<file path="src/rtl/sssp_pkg.sv">
`timescale 1ns / 1ps
// ----------------------------------------------------------------------------
// sssp_pkg
// shared types and constants for the shortest path block
// ----------------------------------------------------------------------------
package sssp_pkg;

	localparam int NODE_W = 11;
	localparam int WGT_W  = 31;
	localparam int DIST_W = 42;
	localparam int LEN_W  = 41;

	localparam logic CMD_ADD = 1'b0;
	localparam logic CMD_RUN = 1'b1;

	// controller to datapath
	typedef struct packed {
		logic load_edge;
		logic init_start;
		logic scan_start;
		logic scan_step;
		logic relax_start;
		logic relax_step;
		logic visit;
		logic read_dest;
		logic run_done;
	} ctrl_cmd_t;

	// datapath to controller
	typedef struct packed {
		logic init_done;
		logic scan_done;
		logic found;
		logic relax_done;
	} dp_stat_t;

endpackage

</file>
<file path="src/rtl/sssp_ctrl.sv">
`timescale 1ns / 1ps
// ----------------------------------------------------------------------------
// sssp_ctrl
// controller for edge loading, search sweeps and result handoff
// ----------------------------------------------------------------------------
module sssp_ctrl (
	input  logic                clk,
	input  logic                arst_n,
	input  logic                s_tvalid,
	output logic                s_tready,
	input  logic                s_cmd,
	output logic                m_tvalid,
	input  logic                m_tready,
	output sssp_pkg::ctrl_cmd_t cmd,
	input  sssp_pkg::dp_stat_t  stat,
	output logic                capture
);
	import sssp_pkg::*;

	localparam logic [2:0] ST_IDLE  = 3'd0;
	localparam logic [2:0] ST_INIT  = 3'd1;
	localparam logic [2:0] ST_SCAN  = 3'd2;
	localparam logic [2:0] ST_VISIT = 3'd3;
	localparam logic [2:0] ST_RELAX = 3'd4;
	localparam logic [2:0] ST_RD    = 3'd5;
	localparam logic [2:0] ST_CAP   = 3'd6;

	logic [2:0] state_q;
	logic       start_q;
	logic       out_q;

	// edges stream in while idle and the output slot may still be full
	assign s_tready = (state_q == ST_IDLE) && !(s_cmd == CMD_RUN && out_q);
	assign m_tvalid = out_q;
	assign capture  = (state_q == ST_CAP);

	always_comb begin
		cmd = '0;
		cmd.load_edge   = s_tvalid && s_tready && (s_cmd == CMD_ADD);
		cmd.init_start  = (state_q == ST_INIT) && start_q;
		cmd.scan_start  = (state_q == ST_SCAN) && start_q;
		cmd.scan_step   = (state_q == ST_SCAN) && !start_q;
		cmd.visit       = (state_q == ST_VISIT);
		cmd.relax_start = (state_q == ST_RELAX) && start_q;
		cmd.relax_step  = (state_q == ST_RELAX) && !start_q;
		cmd.read_dest   = (state_q == ST_RD);
		cmd.run_done    = (state_q == ST_CAP);
	end

	// run sequencer
	always_ff @(posedge clk or negedge arst_n) begin
		if (!arst_n) begin
			state_q <= ST_IDLE;
			start_q <= 1'b0;
			out_q   <= 1'b0;
		end else begin
			if (m_tvalid && m_tready) begin
				out_q <= 1'b0;
			end
			start_q <= 1'b0;
			unique case (state_q)
				ST_IDLE: begin
					if (s_tvalid && s_tready && s_cmd == CMD_RUN) begin
						state_q <= ST_INIT;
						start_q <= 1'b1;
					end
				end
				ST_INIT: begin
					if (!start_q && stat.init_done) begin
						state_q <= ST_SCAN;
						start_q <= 1'b1;
					end
				end
				ST_SCAN: begin
					if (!start_q && stat.scan_done) begin
						if (stat.found) begin
							state_q <= ST_VISIT;
						end else begin
							state_q <= ST_RD;
						end
					end
				end
				ST_VISIT: begin
					state_q <= ST_RELAX;
					start_q <= 1'b1;
				end
				ST_RELAX: begin
					if (!start_q && stat.relax_done) begin
						state_q <= ST_SCAN;
						start_q <= 1'b1;
					end
				end
				ST_RD: state_q <= ST_CAP;
				ST_CAP: begin
					state_q <= ST_IDLE;
					out_q   <= 1'b1;
				end
				default: state_q <= ST_IDLE;
			endcase
		end
	end

endmodule

</file>
<file path="config.mk">
export PLATFORM = sky130hd
export DESIGN_NAME = sssp_ctrl
export DESIGN_NICKNAME = d
export VERILOG_FILES = /design/src/rtl/sssp_pkg.sv /design/src/rtl/sssp_ctrl.sv
export SDC_FILE = /design/constraint.sdc
export NUM_CORES = 1
export LEC_CHECK = 0
export BUFFER_PORTS_ARGS = -buffer_cell sky130_fd_sc_hd__buf_2
export CAP_MARGIN = 20
export CORE_AREA = 2 2 39 41
export DETAILED_ROUTE_END_ITERATION = 12
export DIE_AREA = 0 0 41 43
export GPL_TIMING_DRIVEN = 0
export PLACE_DENSITY = 0.71
export RECOVER_POWER = 50
export SYNTH_ARGS = -nofsm -noshare
export SYNTH_HDL_FRONTEND = slang
export SYNTH_SLANG_ARGS = --single-unit
</file>
<file path="constraint.sdc">
create_clock -name clk -period 2.2 [get_ports clk]
set_clock_uncertainty 0.15 [all_clocks]
set_input_delay 0.55 -clock clk [delete_from_list [all_inputs] [get_ports clk]]
set_output_delay 0.55 -clock clk [all_outputs]
set_load 0.05 [all_outputs]
</file>
Word-level counts from Yosys, hierarchy flattened

Index checks and enable logic that the tools add are counted.

Flip-flop bits (word level): 5
Input bits: 9
Output and inout port bits: 12
Logic and storage cells: 45

Equal/unequal tests: 10
Mux-type cells: 12
Bitwise logic cells: 1
Reductions and logical operators: 19

Operators by type and width:

| kind                                          | count |
|---|---|
| case mux 3 bit (6 select lines)               | 1 |
| two-way mux 3 bit                             | 5 |
| logical AND 1 bit                             | 14 |
| == test 3 bit, second input constant          | 3 |
| != test 2 x 1 -> 1 bit, second input constant | 4 |
| == test 3 x 2 -> 1 bit, second input constant | 2 |
| two-way mux 1 bit                             | 5 |
| case mux 1 bit (4 select lines)               | 1 |
| AND reduction 4 bit                           | 1 |
| == test 3 x 1 -> 1 bit, second input constant | 1 |
| logical NOT 3 bit                             | 1 |
| logical NOT 1 bit                             | 2 |
| nonzero test 2 bit                            | 1 |
| NOT 1 bit                                     | 1 |

Depth between registers and ports, before layout

Gate-level depths: netlist of run 1.

Depth in word-level cells: 7
Mapped depth: 5
Mapped depth without buffers: 4

Worst setup path before layout of run 1

OpenSTA, ideal clock, no wires.

Path kind: register to output
From: register state_q[0]
To: output port cmd[8] (netlist name)
Data arrival time: 2.036 ns
Required time: 1.500 ns
Setup slack: -0.536 ns
Stages on the path, launching flop included: 4
Path buffers: 1
Cells stage by stage: dfrtp_1 > buf_6 > or3_4 > nor3b_1

RTL lines:

| element                | line            | text |
|---|---|---|
| from (decl)            | sssp_ctrl.sv:28 | `logic [2:0] state_q;` |
| from (signal assigned) | sssp_ctrl.sv:53 | `state_q <= ST_IDLE;` |
| from (signal assigned) | sssp_ctrl.sv:64 | `state_q <= ST_INIT;` |
| from (signal assigned) | sssp_ctrl.sv:70 | `state_q <= ST_SCAN;` |
| to (decl)              | sssp_ctrl.sv:14 | `output sssp_pkg::ctrl_cmd_t cmd,` |

==> results of run 1 <==
metrics by stage:
| step | TNS [ns] | hold slack (ns) |
|---|---|---|
| after floorplan | -0.0562 | 0.104 |
| after global placement | 0 | 0.221 |
| after detailed placement | 0 | 0.219 |
| after CTS | -0.0210 | 0.414 |
| after global routing | -0.0817 | 0.442 |
| final | -0.00148 | 0.421 |
where the power goes:
group	total, W	switching, W	leakage, nW	internal [W]
clock network	0.000109	0.0000404	0.0150	0.0000687
registers	0.000178	0.0000461	0.0628	0.000132
logic	0.000694	0.000421	0.242	0.000272
total	0.000981	0.000508	0.320	0.000473
worst register-to-register path, cell delays in order, from the launching register on:
cell and delay (ns):
dfrtp_1 0.45, nor2b_1 0.29, a2bb2oi_2 0.23, o221ai_2 0.13
o32ai_1 0.22
layer usage:
layer  up-vias  track usage [%]
met3         2             1.57
met4         0             14.0
met5         -                0
li1        232                -
met2        15             19.1
met1       202             14.7
layout make-up:
cell class / instances / area share [%]
tap: 16 / 3.15
inverter: 4 / 2.36
clock buffer: 4 / 4.13
multi-input combinational: 39 / 44.1
buffer: 4 / 5.51
timing repair buffer: 21 / 20.9
sequential: 5 / 19.9
synthesized netlist by cell type (all sizes together):
cell / count
and2: 3
a2bb2oi: 1
and3: 1
dfrtp: 5
a21oi: 4
o211ai: 1
or3: 2
nand2b: 1
o32ai: 1
nor3: 1
o221ai: 1
a21o: 1
nand3: 1
o21a: 1
nor2b: 2
and2b: 1
buf: 4
nand2: 3
o31ai: 1
nor2: 7
o21ai: 2
o22ai: 1
or2b: 1
inv: 4
nor3b: 2
what timing repair did:
action / in CTS / in global routing
pin swaps: 1 / 0
gates cloned: 0 / 0
resized for setup: 4 / 5
setup endpoints to repair: 3 / 5
endpoints found under the hold margin: 5 / 0
hold buffers: 1 / 0
path summary, 6_finish.rpt:
kind	endpoint	slack, ns	cells past startpoint
min	m_tvalid	0.42	3
max	cmd[8]	-0.001	4
max in group asynchronous	state_q[2]	1.15	2
max reg2reg	state_q[0]	0.62	4
min reg2reg	m_tvalid	0.43	1
min in group asynchronous	m_tvalid	0.52	2
sequential cells by signal, summed over array words and instances (netlist names):
name	flops
state_q	3
start_q	1
m_tvalid	1
kinds of logic (layout without fill, tap and decap cells):
logic type / Yosys count / count (layout) / synth area share [%]
flops: 5 / 5 / 27.7
simple gates: 25 / 25 / 37.1
compound gates: 14 / 14 / 24.1
buf+inv: 8 / 33 / 11.1
==> results_dict.tcl, run 1 <==
set metrics [dict create \
    clk_pin_slew_ns 0.05 \
    cts_root_buf "clkbuf_4" \
    tightest_slew_ns 0.283 \
    critPathKind "flop to primary output" \
    synth-seq-cells 5 \
    drcViolationCount 0 \
    cts_tree "done" \
    met1Wirelength_um 457 \
    layout_min_cycle_time_ns 2.20 \
    crit_arrival_ns 1.50 \
    viasPerCell 4.85 \
    syn_inst 52 \
    finalHoldViolCount 0 \
    post-cts-setup-buffers 0 \
    setup_viol 1 \
    yosysUniqueCellTypes 30 \
    timing.rr.start "start_q" \
    core-area_sq_um 1380 \
    mostFrequentLayoutCells "15 x buf_2, 6 x nor2_1, 5 x buf_6, 5 x clkbuf_4" \
    ys_warn_count 0 \
    slew_viol_final 0 \
    numClockSinks 5 \
    final_cells 93 \
    finalWorstSetupSlack_ns -0.00148 \
    utilization_pct 45.9 \
    grt_pass1_vias 368 \
    synth.largest_area_cell "dfrtp_1" \
    seqCellArea_sq_um 126 \
    wl_met2_um 494 \
    hp-class "input port to flop" \
    ir_drop_mv 0.597 \
    port_buffers 20 \
    fill_cells 149 \
    wl_mm 1.01 \
    critPathTopFamily "simple AND/OR/NAND/NOR gates" \
    numCtsBuffers 3 \
    multi_input_area_sq_um 280 \
    max_stage_delay_ns 0.39 \
    place_ws_ns 0.163 \
    die_h_um 43 \
    die_x_um 41 \
    maxCapViolCount 0 \
    p_leak_nw 0.320 \
    wl_met3_um 36 \
    startpoint "state_q[0]" \
    die_area_sq_um 1760 \
    pin_count 21 \
    avgSynthCellArea_sq_um 8.69 \
    path_cells "buf_6, or3_4, nor3b_2, buf_6" \
    relSlewSlack_pct 81.1 \
    status "finished, violations left" \
    rsz0062_at_grt "yes" \
    drt_iter0_drc 12 \
    grt_max_degree 11 \
    htreeDepth 1 \
    area_growth_syn_to_layout_pct 40.7 \
    via_count 451 \
    worstPathRequired_ns 1.50 \
    finalPower_w 0.000981 \
    placed_area_sq_um 583 \
    stdcell_area_sq_um 636 \
    seq_area_frac_synth_pct 27.7 \
    row_count 14 \
    clock_latency_ns 0.25 \
    drt_first_pass_iters 4 \
    n_antenna_cell 0 \
    crit_top_cell "buf_6" \
    mostFrequentLayoutCell "buf_2" \
    violations "setup timing" \
    yosys.area.top_type_share_pct 27.7 \
    final_layout_size_suffix_gt1_share_pct 49.4 \
    antenna_found_initial 0 \
    powerDensity_nw_per_um2 1540 \
    min_from "m_tready" \
    dp.cells 88 \
    worst-path-buf-inv 2 \
    synth_area_sq_um 452 \
    nets 87 \
    path_max_fanout 10 \
    top_layer "met4" \
    antenna_left 0 \
    max_freq_mhz 454 \
    grt_pass1_wl_mm 1.45 \
    ys_top_cells_by_area "dfrtp_1 28%, nor2b_4 6.1%, nor2_1 5.8%, buf_6 5.0%, a21oi_1 4.4%" \
    cp-start-kind "flop" \
    gp_congestion 0.843 \
    endpoint_kind "primary output" \
    avgRoutedWirePerCell_um 10.9 \
    period_share_pct 100 \
    grtUsageTotal_pct 13.1 \
    clockBufferDepth 2 \
    initial_utilization_pct 32.6 \
    overflow 0 \
    synth_nets 61 \
    crit_path_top_delay_cell "or3_4" \
    hpwl_um 773 \
]
No activity file was read; power rests on OpenSTA's default activity.
==> inputs of run 2 (changes only) <==
- ABC_AREA: not set -> 1
- PLACE_DENSITY: 0.71 -> 0.66
==> results_dict.tcl, run 2 <==
set metrics [dict create \
    status "completed" \
    pin_count 21 \
    synth_area_sq_um 384 \
    stdcell_area_sq_um 552 \
    clock_latency_ns 0.23 \
    crit_path_top_delay_cell "dfrtp_1" \
    p_leak_nw 0.319 \
    synth_edf_count 0 \
    n_antenna_cell 0 \
    fill_cells 163 \
    maxCapViolCount 0 \
    drt_first_pass_iters 4 \
    mostFrequentLayoutCell "buf_2" \
    placed_area_sq_um 517 \
    numClockSinks 5 \
    reg2reg_to "state_q[2]" \
    whs_path_depth 2 \
    grt_max_degree 10 \
    p_seq_share_pct 21.3 \
    period_share_pct 96.8 \
    cp.depth 5 \
    drt_iter0_drc 12 \
    path_cells "nor2_2, and3_2, nand2_1, nor2_4, buf_4" \
    synth-main-ff-cell "dfrtp_1" \
    final_layout_size_suffix_gt1_share_pct 40.0 \
    clk_pin_slew_ns 0.04 \
    port_buffers 20 \
    die_area_sq_um 1760 \
    numCtsBuffers 3 \
    viasPerCell 4.55 \
    sw_frac_of_total_pct 59.3 \
    ys_warn_count 0 \
    yosysUniqueCellTypes 17 \
    timing.rr.start "state_q[2]" \
    finalPower_w 0.000886 \
    avgSynthCellArea_sq_um 6.40 \
    antenna_found_initial 0 \
    die_x_um 41 \
    path_max_fanout 6 \
    synth.largest_area_cell "dfrtp_1" \
    hp-class "input port to flop" \
    finalWorstSetupSlack_ns 0.0694 \
    crit_arrival_ns 1.43 \
    area_growth_syn_to_layout_pct 43.6 \
    grtUsageTotal_pct 12.5 \
    drcViolationCount 0 \
    seq_area_frac_synth_pct 32.6 \
    critPathKind "flop to primary output" \
    gp_congestion 0.778 \
    yosys.area.top_type_share_pct 32.6 \
    multi_input_area_sq_um 224 \
    worst-path-buf-inv 1 \
    place_ws_ns 0.160 \
    hpwl_um 765 \
    dp.cells 96 \
    seqCellArea_sq_um 125 \
    rsz0062_at_grt "yes" \
    tightest_slew_ns 0.304 \
    cts_tree "done" \
    syn_inst 60 \
    synth_nets 69 \
    via_count 460 \
    cp-start-kind "flop" \
    relSlewSlack_pct 79.6 \
    wl_um 918 \
    critPathTopFamily "simple AND/OR/NAND/NOR gates" \
    hold-path-endpoint "m_tvalid" \
    ir_drop_mv 0.463 \
    setup_viol 0 \
    slew_viol_final 0 \
    largest_reg_flops 3 \
    synth-seq-cells 5 \
    initial_utilization_pct 27.8 \
    p_sw_w 0.000525 \
    die_h_um 43 \
    overflow 0 \
    max_freq_mhz 469 \
    layout_min_cycle_time_ns 2.13 \
    finalHoldViolCount 0 \
    worstPathRequired_ns 1.50 \
    ys_top_cells_by_area "dfrtp_1 33%, nor2_1 15%, nand2_1 11%, inv_1 6.8%, nand3_1 5.2%" \
    avgRoutedWirePerCell_um 9.09 \
    max_stage_delay_ns 0.44 \
    htreeDepth 1 \
    min_from "m_tready" \
    endpoint_kind "primary output" \
    clockBufferDepth 2 \
    reg2reg_depth 6 \
    synth-async-reset-ratio_pct 100 \
    final_cells 101 \
    netlist_top_cells_count "15 x nor2_1, 11 x nand2_1, 7 x inv_1, 5 x dfrtp_1, 4 x nand3_1" \
    mostFrequentLayoutCells "18 x buf_2, 15 x nor2_1, 11 x nand2_1" \
    post-synth-top-count-cell "nor2_1" \
    p_int_w 0.000361 \
    cts_root_buf "clkbuf_4" \
    p_clk_share_pct 11.5 \
    holdWs_ns 0.332 \
    grt_pass1_vias 403 \
    top_register "state_q" \
    core-area_sq_um 1380 \
    antenna_left 0 \
    rrSetupSlack_ns 0.87 \
    grt_pass1_wl_mm 1.48 \
    nets 95 \
    row_count 14 \
    combPwrFrac_pct 67.3 \
    powerDensity_nw_per_um2 1600 \
]
## run 2: cell types whose count changed after synthesis, moves of 2 or more
cell and change:
a21oi_1 -2, and2_1 -3, buf_6 -2, inv_1 +3, inv_2 +3, nand2_1 +8, nand3_1 +3, nand3_2 +2
nor2_1 +8, nor2_2 +3, nor2b_4 -2
## run 2: cell families after synthesis
family	count (synthesis)	synth area share [%]
AOI/OAI and AO/OA	6	10.1
DFF	5	32.6
and+or+nand+nor	38	45.6
buffers and inverters	11	11.7
## run 2: power groups by stage
| stage | combinational [W] | clock [W] | sequential, W |
|---|---|---|---|
| 6_report | 0.000596 | 0.000102 | 0.000188 |
| 5_1_grt | 0.000656 | 0.000108 | 0.000195 |
| 4_1_cts | 0.000607 | 0.000107 | 0.000188 |
| 3_5_place_dp | 0.000600 | 0 | 0.000186 |
| 3_3_place_gp | 0.000596 | 0 | 0.000184 |
| 2_1_floorplan | 0.000461 | 0 | 0.000200 |
## run 2: layout make-up
| type | count | area share [%] |
|---|---|---|
| multi-input combinational | 44 | 40.6 |
| sequential | 5 | 22.7 |
| timing repair buffer | 21 | 20.2 |
| inverter | 10 | 6.80 |
| clock buffer | 4 | 4.76 |
| tap | 16 | 3.63 |
| buffer | 1 | 1.36 |
## run 2: worst reg2reg max path: cells and delay by family (launching register included)
kind          cells  cell delay [ns]
buf+inv           1             0.15
flops             1             0.40
simple gates      5             0.52
## run 2: routing by layer
| layer | part of all wire [%] | GRT usage [%] |
|---|---|---|
| met3 | 3.3 | 1.57 |
| met1 | 42 | 15.7 |
| met4 | 1.6 | 10.0 |
| met5 | 0 | 0 |
| met2 | 53 | 18.1 |
## run 2: worst max path at each step
stage / start / end / slack (ns)
after CTS: state_q[1] / cmd[8] / 0.06
after detailed placement: s_cmd / cmd[8] / 0.16
after floorplan: state_q[1] / cmd[0] / -0.03
final: state_q[1] / cmd[8] / 0.07
after global routing: state_q[1] / cmd[8] / -0.0001
after global placement: s_cmd / cmd[8] / 0.17
## run 2: metrics by stage
stage,utilization [%],setup TNS (ns)
6_report,39.9,0
2_1_floorplan,-,-0.0289
5_1_grt,39.9,-0.000147
3_3_place_gp,37.3,0
4_1_cts,40.3,0
3_5_place_dp,37.3,0
## run 2: timing repair
item | 4_1_cts | 5_1_grt
endpoints found under the setup margin | 1 | 1
buffers inserted | 0 | 0
endpoints found under the hold margin | 5 | 0
gates resized for setup | 2 | 0
pin swaps | 0 | 0
hold buffers | 1 | 0
==> inputs of run 3 (changes only) <==
- clock period: 2.2 -> 2.3 ns (I/O delays scaled with it)
==> results_dict.tcl, run 3 (synthesized netlist as in run 2, its figures left out) <==
set metrics [dict create \
    status "completed" \
    p_leak_nw 0.314 \
    critPathKind "flop to primary output" \
    max_freq_mhz 457 \
    cts_tree "done" \
    die_x_um 41 \
    drt_iter0_drc 7 \
    final_layout_size_suffix_gt1_share_pct 38.8 \
    clockBufferDepth 2 \
    htreeDepth 1 \
    row_count 14 \
    tns_ns 0 \
    hold-path-endpoint "m_tvalid" \
    timing.rr.start "state_q[2]" \
    post-cts-setup-buffers 0 \
    port_buffers 20 \
    ir_drop_mv 0.472 \
    viasPerCell 4.53 \
    worstPathRequired_ns 1.57 \
    min_from "m_tready" \
    mostFrequentLayoutCells "18 x buf_2, 15 x nor2_1, 11 x nand2_1" \
    clock_latency_ns 0.24 \
    via_count 458 \
    grt_pass1_wl_mm 1.34 \
    tightest_slew_ns 0.590 \
    nets 95 \
    reg2reg_to "state_q[2]" \
    mostFrequentLayoutCell "buf_2" \
    numClockSinks 5 \
    cp-start-kind "flop" \
    die_area_sq_um 1760 \
    setup_viol 0 \
    p_sw_w 0.000498 \
    combPwrFrac_pct 66.9 \
    top_register "state_q" \
    period_share_pct 95.2 \
    crit_arrival_ns 1.46 \
    p_seq_share_pct 21.4 \
    met2_usage_pct 15.6 \
    antenna_left 0 \
    endpoint_kind "primary output" \
    avgRoutedWirePerCell_um 8.58 \
    slew_viol_final 0 \
    area_growth_syn_to_layout_pct 41.4 \
    sw_frac_of_total_pct 59.4 \
    grt_use_met3_pct 1.57 \
    overflow 0 \
    cts_root_buf "clkbuf_4" \
    relSlewSlack_pct 60.8 \
    whs_path_depth 2 \
    n_antenna_cell 0 \
    powerDensity_nw_per_um2 1540 \
    grt_max_degree 10 \
    path_max_fanout 6 \
    antenna_found_initial 0 \
    initial_utilization_pct 27.8 \
    wl_um 867 \
    p_int_w 0.000341 \
    numCtsBuffers 3 \
    hpwl_um 749 \
    largest_reg_flops 3 \
    grtUsageTotal_pct 11.7 \
    finalHoldViolCount 0 \
    clk_pin_slew_ns 0.04 \
    pin_count 21 \
    finalWorstSetupSlack_ns 0.111 \
    grt_pass1_vias 372 \
    rsz0062_at_grt "no" \
    hp-class "input port to flop" \
    reg2reg_depth 6 \
    rrSetupSlack_ns 0.96 \
    gp_congestion 0.793 \
    die_h_um 43 \
    place_ws_ns 0.244 \
    maxCapViolCount 0 \
    fill_cells 154 \
    p_clk_share_pct 11.7 \
    layout_min_cycle_time_ns 2.19 \
    core-area_sq_um 1380 \
    busiest_layer "met2" \
    drt_first_pass_iters 4 \
    drcViolationCount 0 \
    use_met1_pct 14.9 \
]
[run 3: changes by cell type in the layout (fill, tap and decap cells not counted), sizes merged]
cell    before  now
clkbuf       5    6
buf         20   19
[run 3: layout make-up]
type                    count  area [sq um]  area share [%]
well taps                  16          20.0            3.69
repair buffers             21           108            19.8
flip-flops and latches      5           125            23.0
plain buffers               1          7.51            1.38
inverters                  10          37.5            6.91
clock buffers               4          26.3            4.84
multi-input cells          44           219            40.3
[run 3: worst max path at each step]
stage,from,to
final,state_q[1],cmd[8]
after global routing,state_q[1],cmd[8]
after CTS,state_q[1],cmd[8]
after detailed placement,s_cmd,cmd[8]
after global placement,s_cmd,cmd[8]
after floorplan,m_tvalid,cmd[8]
[run 3: metrics by stage]
step                util (%)  instances  hold WS [ns]  cell area (sq um)  total power (W)
floorplan                  -         60         0.129                392         0.000629
global placement        37.0         96         0.240                512         0.000744
global route            39.2        101         0.358                543         0.000906
finish                  39.2        101         0.361                543         0.000839
CTS                     39.6        101         0.350                548         0.000854
detailed placement      37.0         96         0.242                512         0.000747
[run 3: power groups by stage]
stage	registers, W	clock network, W	logic [W]
after floorplan	0.000191	0	0.000438
after global placement	0.000177	0	0.000567
after detailed placement	0.000177	0	0.000570
after CTS	0.000176	0.000105	0.000574
after global routing	0.000186	0.000109	0.000610
final	0.000180	0.0000980	0.000561
[run 3: critical path, stage by stage (launching register included)]
cell     delay (ns)
dfrtp_1        0.44
nor2_2         0.19
and3_2         0.22
nand2_1        0.06
nor2_2         0.07
buf_2          0.26
[run 3: repair_timing]
| action | in CTS | in global routing |
|---|---|---|
| hold endpoints to repair | 5 | 0 |
| hold buffers | 1 | 0 |
| endpoints found under the setup margin | 0 | 1 |
| resized for setup | 0 | 1 |
[run 3: layer usage]
layer	vias up	routed length, um
li1	235	-
met1	215	361
met2	6	463
met3	2	31
met4	0	11
met5	-	0
